==> config.mk <==
export PLATFORM = sky130hd
export DESIGN_NAME = hsv_to_rgb_converter_flat
export DESIGN_NICKNAME = d
export VERILOG_FILES = /design/src/rtl/hsv_pkg.sv /design/src/rtl/hsv_if.sv /design/src/rtl/hsv_ctrl.sv /design/src/rtl/hsv_hue_path.sv /design/src/rtl/hsv_level_path.sv /design/src/rtl/hsv_mix.sv /design/src/rtl/hsv_to_rgb_converter.sv /design/src/flat_wrapper.sv
export SDC_FILE = /design/constraint.sdc
export NUM_CORES = 1
export LEC_CHECK = 0
export BUFFER_PORTS_ARGS = -buffer_cell sky130_fd_sc_hd__buf_2
export CAP_MARGIN = 20
export CORE_UTILIZATION = 55
export DETAILED_ROUTE_END_ITERATION = 10
export HOLD_SLACK_MARGIN = 0.02
export PLACE_DENSITY = 0.82
export SLEW_MARGIN = 25
export SYNTH_ARGS = -nofsm -noshare
export SYNTH_HDL_FRONTEND = slang
export SYNTH_HIERARCHICAL = 1
export SYNTH_SLANG_ARGS = --single-unit
==> constraint.sdc <==
create_clock -name clk -period 10.9 [get_ports clk]
set_input_delay 0.545 -clock clk [delete_from_list [all_inputs] [get_ports clk]]
set_output_delay 0.545 -clock clk [all_outputs]
set_load 0.01 [all_outputs]
==> src/rtl/hsv_pkg.sv <==
// Shared constants, types and the sector code set for the HSV to RGB pipeline.
`default_nettype none

package hsv_pkg;

    localparam int HUE_W   = 16;
    localparam int PCT_W   = 7;
    localparam int CHAN_W  = 8;
    localparam int HMOD_W  = 9;   // hue after mod 360
    localparam int REM_W   = 6;   // remainder within a 60 degree sector
    localparam int QUOT_W  = 8;   // hue / 360 for a 16 bit hue

    localparam int PIPE_DEPTH = 6;

    localparam logic [PCT_W-1:0]  PCT_MAX     = 7'd100;
    localparam logic [HMOD_W-1:0] FULL_CIRCLE = 9'd360;
    localparam logic [REM_W-1:0]  SECTOR_SPAN = 6'd60;

    // floor(x/360) for x < 2^16: (x * 46604) >> 24
    localparam logic [15:0] DIV360_MUL   = 16'd46604;
    localparam int          DIV360_SHIFT = 24;

    // floor(v*255/100) for v <= 100: (v * 255 * 5243) >> 19
    localparam logic [20:0] TOP_MUL      = 21'd1336965;
    // floor(x/100) for x <= 25500: (x * 5243) >> 19
    localparam logic [12:0] DIV100_MUL   = 13'd5243;
    localparam int          DIV100_SHIFT = 19;

    // floor(x/60) for x < 360: (x * 1093) >> 16
    localparam logic [10:0] DIV60S_MUL   = 11'd1093;
    localparam int          DIV60S_SHIFT = 16;
    // floor(x/60) for x < 16384: (x * 17477) >> 20
    localparam logic [14:0] DIV60_MUL    = 15'd17477;
    localparam int          DIV60_SHIFT  = 20;

    // sector codes: which channel is held high and which one ramps
    typedef enum logic [2:0] {
        SEC_R_GUP = 3'd0,
        SEC_G_RDN = 3'd1,
        SEC_G_BUP = 3'd2,
        SEC_B_GDN = 3'd3,
        SEC_B_RUP = 3'd4,
        SEC_R_BDN = 3'd5
    } sector_t;

    typedef struct packed {
        logic adv;        // whole pipeline moves one stage
        logic out_valid;  // last stage holds a result
    } pipe_ctl_t;

endpackage

`default_nettype wire

==> src/rtl/hsv_if.sv <==
// Valid/ready channel interfaces for HSV input and RGB output.
`default_nettype none

interface hsv_in_if;
    logic        valid;
    logic        ready;
    logic [15:0] hue_degrees;
    logic [6:0]  saturation_pct;
    logic [6:0]  brightness_pct;

    modport source (output valid, output hue_degrees, output saturation_pct,
                    output brightness_pct, input ready);
    modport sink   (input valid, input hue_degrees, input saturation_pct,
                    input brightness_pct, output ready);
endinterface

interface rgb_out_if;
    logic       valid;
    logic       ready;
    logic [7:0] red;
    logic [7:0] green;
    logic [7:0] blue;

    modport source (output valid, output red, output green, output blue, input ready);
    modport sink   (input valid, input red, input green, input blue, output ready);
endinterface

`default_nettype wire

==> src/rtl/hsv_ctrl.sv <==
// Pipeline valid bits and the global advance/stall control.
`default_nettype none

module hsv_ctrl (
    input  wire logic               clk,
    input  wire logic               rst_n,
    input  wire logic               in_valid,
    input  wire logic               out_ready,
    output hsv_pkg::pipe_ctl_t      ctl
);
    import hsv_pkg::*;

    logic [PIPE_DEPTH-1:0] valid_reg;
    logic [PIPE_DEPTH-1:0] valid_next;
    logic                  adv;

    // an empty output slot or a taken result lets everything shift
    assign adv        = !valid_reg[PIPE_DEPTH-1] || out_ready;
    assign valid_next = {valid_reg[PIPE_DEPTH-2:0], in_valid};

    always_ff @(posedge clk or negedge rst_n)
    begin
        if (!rst_n)
        begin
            valid_reg <= '0;
        end
        else if (adv)
        begin
            valid_reg <= valid_next;
        end
    end

    assign ctl.adv       = adv;
    assign ctl.out_valid = valid_reg[PIPE_DEPTH-1];

endmodule

`default_nettype wire

==> src/rtl/hsv_hue_path.sv <==
// Hue path, stages 1-3: mod 360, then split into sector and remainder.
`default_nettype none

module hsv_hue_path (
    input  wire logic                         clk,
    input  wire logic                         adv,
    input  wire logic [hsv_pkg::HUE_W-1:0]    hue_degrees,
    output hsv_pkg::sector_t                  sector,
    output logic      [hsv_pkg::REM_W-1:0]    rem
);
    import hsv_pkg::*;

    logic [2*HUE_W-1:0]  qprod;
    logic [QUOT_W-1:0]   quot_reg;
    logic [HUE_W-1:0]    hue_reg;
    logic [HUE_W:0]      hmod_wide;
    logic [HMOD_W-1:0]   hmod_reg;
    logic [HMOD_W+10:0]  sprod;
    logic [2:0]          sec_raw;
    logic [HMOD_W-1:0]   sec_base;
    logic [HMOD_W-1:0]   rem_wide;
    sector_t             sector_reg;
    logic [REM_W-1:0]    rem_reg;

    // stage 1: quotient by reciprocal
    assign qprod = (2*HUE_W)'(hue_degrees) * (2*HUE_W)'(DIV360_MUL);

    // stage 2: remainder = hue - q*360
    assign hmod_wide = {1'b0, hue_reg} - ((HUE_W+1)'(quot_reg) * (HUE_W+1)'(FULL_CIRCLE));

    // stage 3: sector = hmod/60, rem = hmod - sector*60
    assign sprod    = (HMOD_W+11)'(hmod_reg) * (HMOD_W+11)'(DIV60S_MUL);
    assign sec_raw  = sprod[DIV60S_SHIFT+2:DIV60S_SHIFT];
    assign sec_base = HMOD_W'(sec_raw) * HMOD_W'(SECTOR_SPAN);
    assign rem_wide = hmod_reg - sec_base;

    always_ff @(posedge clk)
    begin
        if (adv)
        begin
            quot_reg   <= qprod[DIV360_SHIFT+QUOT_W-1:DIV360_SHIFT];
            hue_reg    <= hue_degrees;
            hmod_reg   <= hmod_wide[HMOD_W-1:0];
            sector_reg <= sector_t'(sec_raw);
            rem_reg    <= rem_wide[REM_W-1:0];
        end
    end

    assign sector = sector_reg;
    assign rem    = rem_reg;

endmodule

`default_nettype wire

==> src/rtl/hsv_level_path.sv <==
// Level path, stages 1-3: clamp percentages, top and bottom intensity levels.
`default_nettype none

module hsv_level_path (
    input  wire logic                         clk,
    input  wire logic                         adv,
    input  wire logic [hsv_pkg::PCT_W-1:0]    saturation_pct,
    input  wire logic [hsv_pkg::PCT_W-1:0]    brightness_pct,
    output logic      [hsv_pkg::CHAN_W-1:0]   top,
    output logic      [hsv_pkg::CHAN_W-1:0]   bottom
);
    import hsv_pkg::*;

    logic [PCT_W-1:0]          sat_c;
    logic [PCT_W-1:0]          val_c;
    logic [PCT_W+20:0]         tprod;
    logic [CHAN_W-1:0]         top1_reg;
    logic [PCT_W-1:0]          sat1_reg;
    logic [CHAN_W+PCT_W-1:0]   bprod_reg;
    logic [CHAN_W-1:0]         top2_reg;
    logic [CHAN_W+PCT_W+12:0]  bdiv;
    logic [CHAN_W-1:0]         top3_reg;
    logic [CHAN_W-1:0]         bottom_reg;

    assign sat_c = (saturation_pct > PCT_MAX) ? PCT_MAX : saturation_pct;
    assign val_c = (brightness_pct > PCT_MAX) ? PCT_MAX : brightness_pct;

    // stage 1: top = floor(v*255/100)
    assign tprod = (PCT_W+21)'(val_c) * (PCT_W+21)'(TOP_MUL);

    // stage 3: bottom = floor(top*(100-s)/100)
    assign bdiv = (CHAN_W+PCT_W+13)'(bprod_reg) * (CHAN_W+PCT_W+13)'(DIV100_MUL);

    always_ff @(posedge clk)
    begin
        if (adv)
        begin
            top1_reg   <= tprod[DIV100_SHIFT+CHAN_W-1:DIV100_SHIFT];
            sat1_reg   <= PCT_MAX - sat_c;
            bprod_reg  <= (CHAN_W+PCT_W)'(top1_reg) * (CHAN_W+PCT_W)'(sat1_reg);
            top2_reg   <= top1_reg;
            bottom_reg <= bdiv[DIV100_SHIFT+CHAN_W-1:DIV100_SHIFT];
            top3_reg   <= top2_reg;
        end
    end

    assign top    = top3_reg;
    assign bottom = bottom_reg;

endmodule

`default_nettype wire

==> src/rtl/hsv_mix.sv <==
// Mix stages 4-6: ramp amount and per-sector channel selection.
`default_nettype none

module hsv_mix (
    input  wire logic                         clk,
    input  wire logic                         adv,
    input  wire hsv_pkg::sector_t             sector,
    input  wire logic [hsv_pkg::REM_W-1:0]    rem,
    input  wire logic [hsv_pkg::CHAN_W-1:0]   top,
    input  wire logic [hsv_pkg::CHAN_W-1:0]   bottom,
    output logic      [hsv_pkg::CHAN_W-1:0]   red,
    output logic      [hsv_pkg::CHAN_W-1:0]   green,
    output logic      [hsv_pkg::CHAN_W-1:0]   blue
);
    import hsv_pkg::*;

    logic [CHAN_W-1:0]        diff;
    logic [CHAN_W+REM_W-1:0]  rprod_reg;
    sector_t                  sec4_reg;
    sector_t                  sec5_reg;
    logic [CHAN_W-1:0]        top4_reg;
    logic [CHAN_W-1:0]        bot4_reg;
    logic [CHAN_W-1:0]        top5_reg;
    logic [CHAN_W-1:0]        bot5_reg;
    logic [CHAN_W+REM_W+14:0] rdiv;
    logic [CHAN_W-1:0]        ramp_reg;
    logic [CHAN_W-1:0]        rise;
    logic [CHAN_W-1:0]        fall;
    logic [CHAN_W-1:0]        red_next;
    logic [CHAN_W-1:0]        green_next;
    logic [CHAN_W-1:0]        blue_next;
    logic [CHAN_W-1:0]        red_reg;
    logic [CHAN_W-1:0]        green_reg;
    logic [CHAN_W-1:0]        blue_reg;

    assign diff = top - bottom;   // top never below bottom
    assign rdiv = (CHAN_W+REM_W+15)'(rprod_reg) * (CHAN_W+REM_W+15)'(DIV60_MUL);
    assign rise = bot5_reg + ramp_reg;
    assign fall = top5_reg - ramp_reg;

    always_comb
    begin
        red_next   = top5_reg;
        green_next = bot5_reg;
        blue_next  = fall;
        case (sec5_reg)
            SEC_R_GUP:
            begin
                red_next = top5_reg; green_next = rise; blue_next = bot5_reg;
            end
            SEC_G_RDN:
            begin
                red_next = fall; green_next = top5_reg; blue_next = bot5_reg;
            end
            SEC_G_BUP:
            begin
                red_next = bot5_reg; green_next = top5_reg; blue_next = rise;
            end
            SEC_B_GDN:
            begin
                red_next = bot5_reg; green_next = fall; blue_next = top5_reg;
            end
            SEC_B_RUP:
            begin
                red_next = rise; green_next = bot5_reg; blue_next = top5_reg;
            end
            default:
            begin
                red_next = top5_reg; green_next = bot5_reg; blue_next = fall;
            end
        endcase
    end

    always_ff @(posedge clk)
    begin
        if (adv)
        begin
            // stage 4
            rprod_reg <= (CHAN_W+REM_W)'(diff) * (CHAN_W+REM_W)'(rem);
            sec4_reg  <= sector;
            top4_reg  <= top;
            bot4_reg  <= bottom;
            // stage 5
            ramp_reg  <= rdiv[DIV60_SHIFT+CHAN_W-1:DIV60_SHIFT];
            sec5_reg  <= sec4_reg;
            top5_reg  <= top4_reg;
            bot5_reg  <= bot4_reg;
            // stage 6: output register
            red_reg   <= red_next;
            green_reg <= green_next;
            blue_reg  <= blue_next;
        end
    end

    assign red   = red_reg;
    assign green = green_reg;
    assign blue  = blue_reg;

endmodule

`default_nettype wire

==> src/rtl/hsv_to_rgb_converter.sv <==
// Top level of the HSV to RGB converter.
// Converts hue (degrees, any 16-bit value, taken mod 360), saturation and
// brightness (percent, above 100 treated as 100) to 8-bit red, green and blue.
// Six register stages, one transfer per clock when the output is not stalled.
// The last stage is the output register; a stall there freezes all stages
// together, so input ready follows output ready whenever a result is waiting.
// No state is kept between items.
`default_nettype none

module hsv_to_rgb_converter (
    input  wire logic  clk,
    input  wire logic  rst_n,
    hsv_in_if.sink     hsv_in,
    rgb_out_if.source  rgb_out
);
    import hsv_pkg::*;

    pipe_ctl_t          ctl;
    sector_t            sector;
    logic [REM_W-1:0]   rem;
    logic [CHAN_W-1:0]  top;
    logic [CHAN_W-1:0]  bottom;

    hsv_ctrl u_ctrl (
        .clk       (clk),
        .rst_n     (rst_n),
        .in_valid  (hsv_in.valid),
        .out_ready (rgb_out.ready),
        .ctl       (ctl)
    );

    hsv_hue_path u_hue (
        .clk         (clk),
        .adv         (ctl.adv),
        .hue_degrees (hsv_in.hue_degrees),
        .sector      (sector),
        .rem         (rem)
    );

    hsv_level_path u_level (
        .clk            (clk),
        .adv            (ctl.adv),
        .saturation_pct (hsv_in.saturation_pct),
        .brightness_pct (hsv_in.brightness_pct),
        .top            (top),
        .bottom         (bottom)
    );

    hsv_mix u_mix (
        .clk    (clk),
        .adv    (ctl.adv),
        .sector (sector),
        .rem    (rem),
        .top    (top),
        .bottom (bottom),
        .red    (rgb_out.red),
        .green  (rgb_out.green),
        .blue   (rgb_out.blue)
    );

    assign hsv_in.ready  = ctl.adv;
    assign rgb_out.valid = ctl.out_valid;

endmodule

`default_nettype wire

==> src/flat_wrapper.sv <==
// flat-port wrapper written by rule: the top's interface ports become plain ports
module hsv_to_rgb_converter_flat import hsv_pkg::*;
  (clk, rst_n, hsv_in_valid, hsv_in_hue_degrees, hsv_in_saturation_pct, hsv_in_brightness_pct, hsv_in_ready, rgb_out_valid, rgb_out_red, rgb_out_green, rgb_out_blue, rgb_out_ready);
  hsv_in_if hsv_in_i ();
  rgb_out_if rgb_out_i ();
  input  wire logic clk;
  input  wire logic rst_n;
  input wire logic [$bits(hsv_in_i.valid)-1:0] hsv_in_valid;
  input wire logic [$bits(hsv_in_i.hue_degrees)-1:0] hsv_in_hue_degrees;
  input wire logic [$bits(hsv_in_i.saturation_pct)-1:0] hsv_in_saturation_pct;
  input wire logic [$bits(hsv_in_i.brightness_pct)-1:0] hsv_in_brightness_pct;
  output wire logic [$bits(hsv_in_i.ready)-1:0] hsv_in_ready;
  output wire logic [$bits(rgb_out_i.valid)-1:0] rgb_out_valid;
  output wire logic [$bits(rgb_out_i.red)-1:0] rgb_out_red;
  output wire logic [$bits(rgb_out_i.green)-1:0] rgb_out_green;
  output wire logic [$bits(rgb_out_i.blue)-1:0] rgb_out_blue;
  input wire logic [$bits(rgb_out_i.ready)-1:0] rgb_out_ready;
  assign hsv_in_i.valid = hsv_in_valid;
  assign hsv_in_i.hue_degrees = hsv_in_hue_degrees;
  assign hsv_in_i.saturation_pct = hsv_in_saturation_pct;
  assign hsv_in_i.brightness_pct = hsv_in_brightness_pct;
  assign hsv_in_ready = hsv_in_i.ready;
  assign rgb_out_valid = rgb_out_i.valid;
  assign rgb_out_red = rgb_out_i.red;
  assign rgb_out_green = rgb_out_i.green;
  assign rgb_out_blue = rgb_out_i.blue;
  assign rgb_out_i.ready = rgb_out_ready;
  hsv_to_rgb_converter u_core (.clk(clk), .rst_n(rst_n), .hsv_in(hsv_in_i), .rgb_out(rgb_out_i));
endmodule
==> results.md <==
Placed design:
- The count of buffers inserted at the top-level ports is 59.
- The placer congestion estimate is 0.891.
- The sum of net half-perimeters after detailed placement is 36600 um.

CTS:
- The maximum count of clock buffers along a single path is 2.
- CTS placed an instance of clkbuf_16 at the clock tree root.
- The clock tree from TritonCTS is built.
- The worst-skew pair later-pin latency is 0.46 ns.
- The clock tree synthesis step divided the H-tree into 4 levels.
- The clock transition at the registers of the reported paths is 0.08 ns.
- The sink count of the clock tree is 177.
- Counting the buffers created by CTS gives 17.

Routing:
- The detailed-route wire length is 44000 um.
- For this block, wires on met1 add up to 18800 um.
- The top metal layer carrying routed signals is met4.
- The total number of vias is 15276.
- The mean number of vias per cell is 5.56.
- The met3 layer wire length in the routed design is 1630 um.
- For this run, design rule violations remaining after detail routing come to 0.
- The DRC violation total after the first TritonRoute iteration is 754.
- The antenna violation net count after detailed routing is 0.
- For this run, the detailed router's first-pass iteration total came to 5.
- The wire length on met2 is 22800 um.
- The average routed wire per standard cell is 16.0 um.

Timing:
- The relative max-transition margin is 47.1%.
- At the pin with the least slew margin, the transition time is 0.794 ns.
- The final number of max-transition violations is 0.
- For the finished layout, the period the worst path requires is 5.46 ns.
- Setup repair after global routing left no endpoint under its margin.
- The highest clock rate is 0.183 GHz.
- For the final routed database, the setup TNS stands at 0 ns.
- The hold violation total from the final report is 0.
- The ratio of final minimum period to clock period is 50.1%.
- The clock tree skew after final layout is 0.0146 ns.
- The total setup violations reported at the end of the flow is 0.

Setup path:
- The worst setup slack for register-to-register paths is 5.44 ns.
- The arrival time at the worst endpoint is 5.72 ns.
- For the worst setup path, the data required time is 11.16 ns.
- The sort of element at the end of the critical path is a register.
- The type of origin of the critical path is a register.
- In this run the worst path has a maximum fanout of 6.
- The critical path is of the register to register type.

Synth:
- The count of mapped cells out of synthesis is 2153.
- The fraction of registers with async set or reset after synthesis is 3.39%.
- The synthesis warning total is 6.
- After synthesis the cells add up to 22600 sq um.
- The flip-flop and latch count after synthesis is 177.
- The distinct cell type count of the synthesized netlist is 100.
- The sequential element share of the synthesized area is 23.4%.
- In this run, synthesis inferred 171 flip-flops with an integrated enable.
- For this run, the leading register cell type out of synthesis is edfxtp_1.
- Each instance of the synthesized netlist takes up on average 10.5 sq um.
- The number of nets handed over by synthesis was 2873.

Global route:
- The number of global-route vias before repair was 16399.
- The global route total overflow is 0.
- The first global-routing pass estimated 76300 um of wire.
- The number of antenna violations at the first check in global routing is 0.
- Entering global routing, the biggest net connects 90 pins.
- Global routing consumed, over all layers together, 22.5% of the routing resources.

Finish:
- The number of nets in the final layout is 2931.
- The layout cell share with drive strength beyond 1 is 6.65%.
- The register with the most flip-flops in the layout has 15 of them.
- The number of antenna diodes in the final layout is 0.
- The growth of design area from synthesis to finish is 6.71%.

Floorplan:
- The initial core utilization is 56.4%.
- For this design the top-level I/O count stands at 60.
- The width of the chip is 205 um.
- The region available for standard cell placement spans 40100 sq um.
- The total number of placement rows is 73.
- The chip height is 205 um.
- The floorplan step defined a die boundary enclosing 41900 sq um.

Worst hold path:
- The class of the tightest hold or removal check is input port to register.

Outcome:
- The flow ran to the end, and the final reports show no timing, DRC or antenna violations.

Flow run:
- The max-capacitance violation count is 0.
## layout make-up
class | instances | area [sq um]
fillers | 3216 | 16000
multi-input cells | 1467 | 15400
flip-flops and latches | 177 | 5290
inverters | 482 | 1810
well taps | 525 | 657
clock buffers | 17 | 425
repair buffers | 66 | 374
clock inverters | 15 | 203
## metal layers
| metal | GRT usage [%] | vias up |
|---|---|---|
| met2 | 41.3 | 350 |
| met4 | 5.46 | 0 |
| met5 | 0 | - |
| li1 | - | 7377 |
| met1 | 27.8 | 7495 |
| met3 | 2.86 | 54 |
## cells by family after synthesis
| logic type | after synthesis | share of synthesized area [%] |
|---|---|---|
| XOR/XNOR | 89 | 3.45 |
| adder cells (fa/ha/maj) | 686 | 45.2 |
| multiplexers | 33 | 1.62 |
| AO/OA/AOI/OAI | 283 | 9.00 |
| flip-flops | 177 | 23.4 |
| AND/OR/NAND/NOR | 376 | 8.68 |
| buffers and inverters | 509 | 8.63 |
## synth_stat cells (all sizes together) (10+ instances only)
| cell | instances | share of area, % |
|---|---|---|
| and2 | 64 | 1.8 |
| a21o | 24 | 0.80 |
| a211oi | 15 | 0.54 |
| a31oi | 16 | 0.44 |
| nor2b | 15 | 0.42 |
| or3 | 10 | 0.29 |
| o211ai | 16 | 0.61 |
| nor2 | 64 | 1.1 |
| inv | 480 | 8.0 |
| nand2 | 103 | 1.7 |
| mux2 | 14 | 0.78 |
| a21oi | 68 | 1.5 |
| nor3 | 27 | 0.60 |
| nand2b | 10 | 0.31 |
| ha | 467 | 26 |
| o21ai | 55 | 1.3 |
| fa | 219 | 19 |
| nand3 | 25 | 0.58 |
| buf | 12 | 0.38 |
| o21bai | 11 | 0.38 |
| edfxtp | 171 | 23 |
| xnor2 | 62 | 2.4 |
| clkbuf | 15 | 0.25 |
| mux2i | 19 | 0.84 |
| and3 | 12 | 0.34 |
| xor2 | 27 | 1.0 |
## final timing paths
path	from	cells past startpoint	end
min in group asynchronous	rst_n	2	u_core/u_ctrl/valid_reg[4]$_DFFE_PN0P_
worst min-delay path	hsv_in_valid	2	u_core/u_ctrl/valid_reg[0]$_DFFE_PN0P_
worst max register to register	u_core/u_level/top[0]$_DFFE_PP_	21	u_core/u_mix/rprod_reg[13]$_DFFE_PP_
worst min register to register	u_core/u_level/top2_reg[1]$_DFFE_PP_	0	u_core/u_level/top[1]$_DFFE_PP_
worst max-delay path	u_core/u_level/top[0]$_DFFE_PP_	21	u_core/u_mix/rprod_reg[13]$_DFFE_PP_
max in group asynchronous	rst_n	2	u_core/u_ctrl/valid_reg[3]$_DFFE_PN0P_
## timing repair
item                      4_1_cts  5_1_grt
hold endpoints to repair        6        0
hold buffers                    1        0
setup buffers                   0        0
resized for setup               0        0
## metrics by stage
step	setup WS (ns)	instance area, sq um	std cells	util [%]	hold slack (ns)
after CTS	5.43	24100	2748	60.1	0.300
after floorplan	5.68	22600	2153	-	0.249
final	5.44	24100	2749	60.2	0.318
after global routing	5.04	24100	2749	60.2	0.302
after detailed placement	5.22	23500	2715	58.5	0.376
after global placement	5.36	23500	2715	58.5	0.365
## placed cells by master (no fill, tap or decap), types with 8 or more instances in the layout
cell type / count
mux2i_1: 19
nand3_1: 24
fa_1: 219
nor3_1: 27
xnor2_1: 62
and2_1: 64
inv_1: 480
clkbuf_16: 17
edfxtp_1: 171
o21ai_0: 50
nor2_1: 64
xor2_1: 27
nor2b_1: 15
buf_2: 59
nand2b_1: 9
ha_1: 467
nand2_1: 103
a21oi_1: 67
o21bai_1: 10
and3_1: 10
o211ai_1: 14
mux2_2: 9
a31oi_1: 16
a211oi_1: 13
or3_1: 8
a21o_1: 23
## critical path, cell delays in order (launching register included)
cell and delay [ns]:
edfxtp_1 0.40, inv_1 0.10, ha_1 0.15, inv_1 0.05, fa_1 0.39, a21o_1 0.20
a21oi_1 0.24, o21bai_1 0.11, a21oi_1 0.18, xnor2_1 0.27, and2_1 0.22, fa_1 0.43
fa_1 0.49, inv_1 0.06, fa_1 0.52, inv_1 0.04, ha_1 0.32, o21ai_0 0.09
nand2b_1 0.13, a311o_1 0.39, and2_1 0.17, a311oi_1 0.32
Power is left out: the tool's default activity adds up to more than one toggle a clock period on the data nets, which glitch-free logic cannot reach.
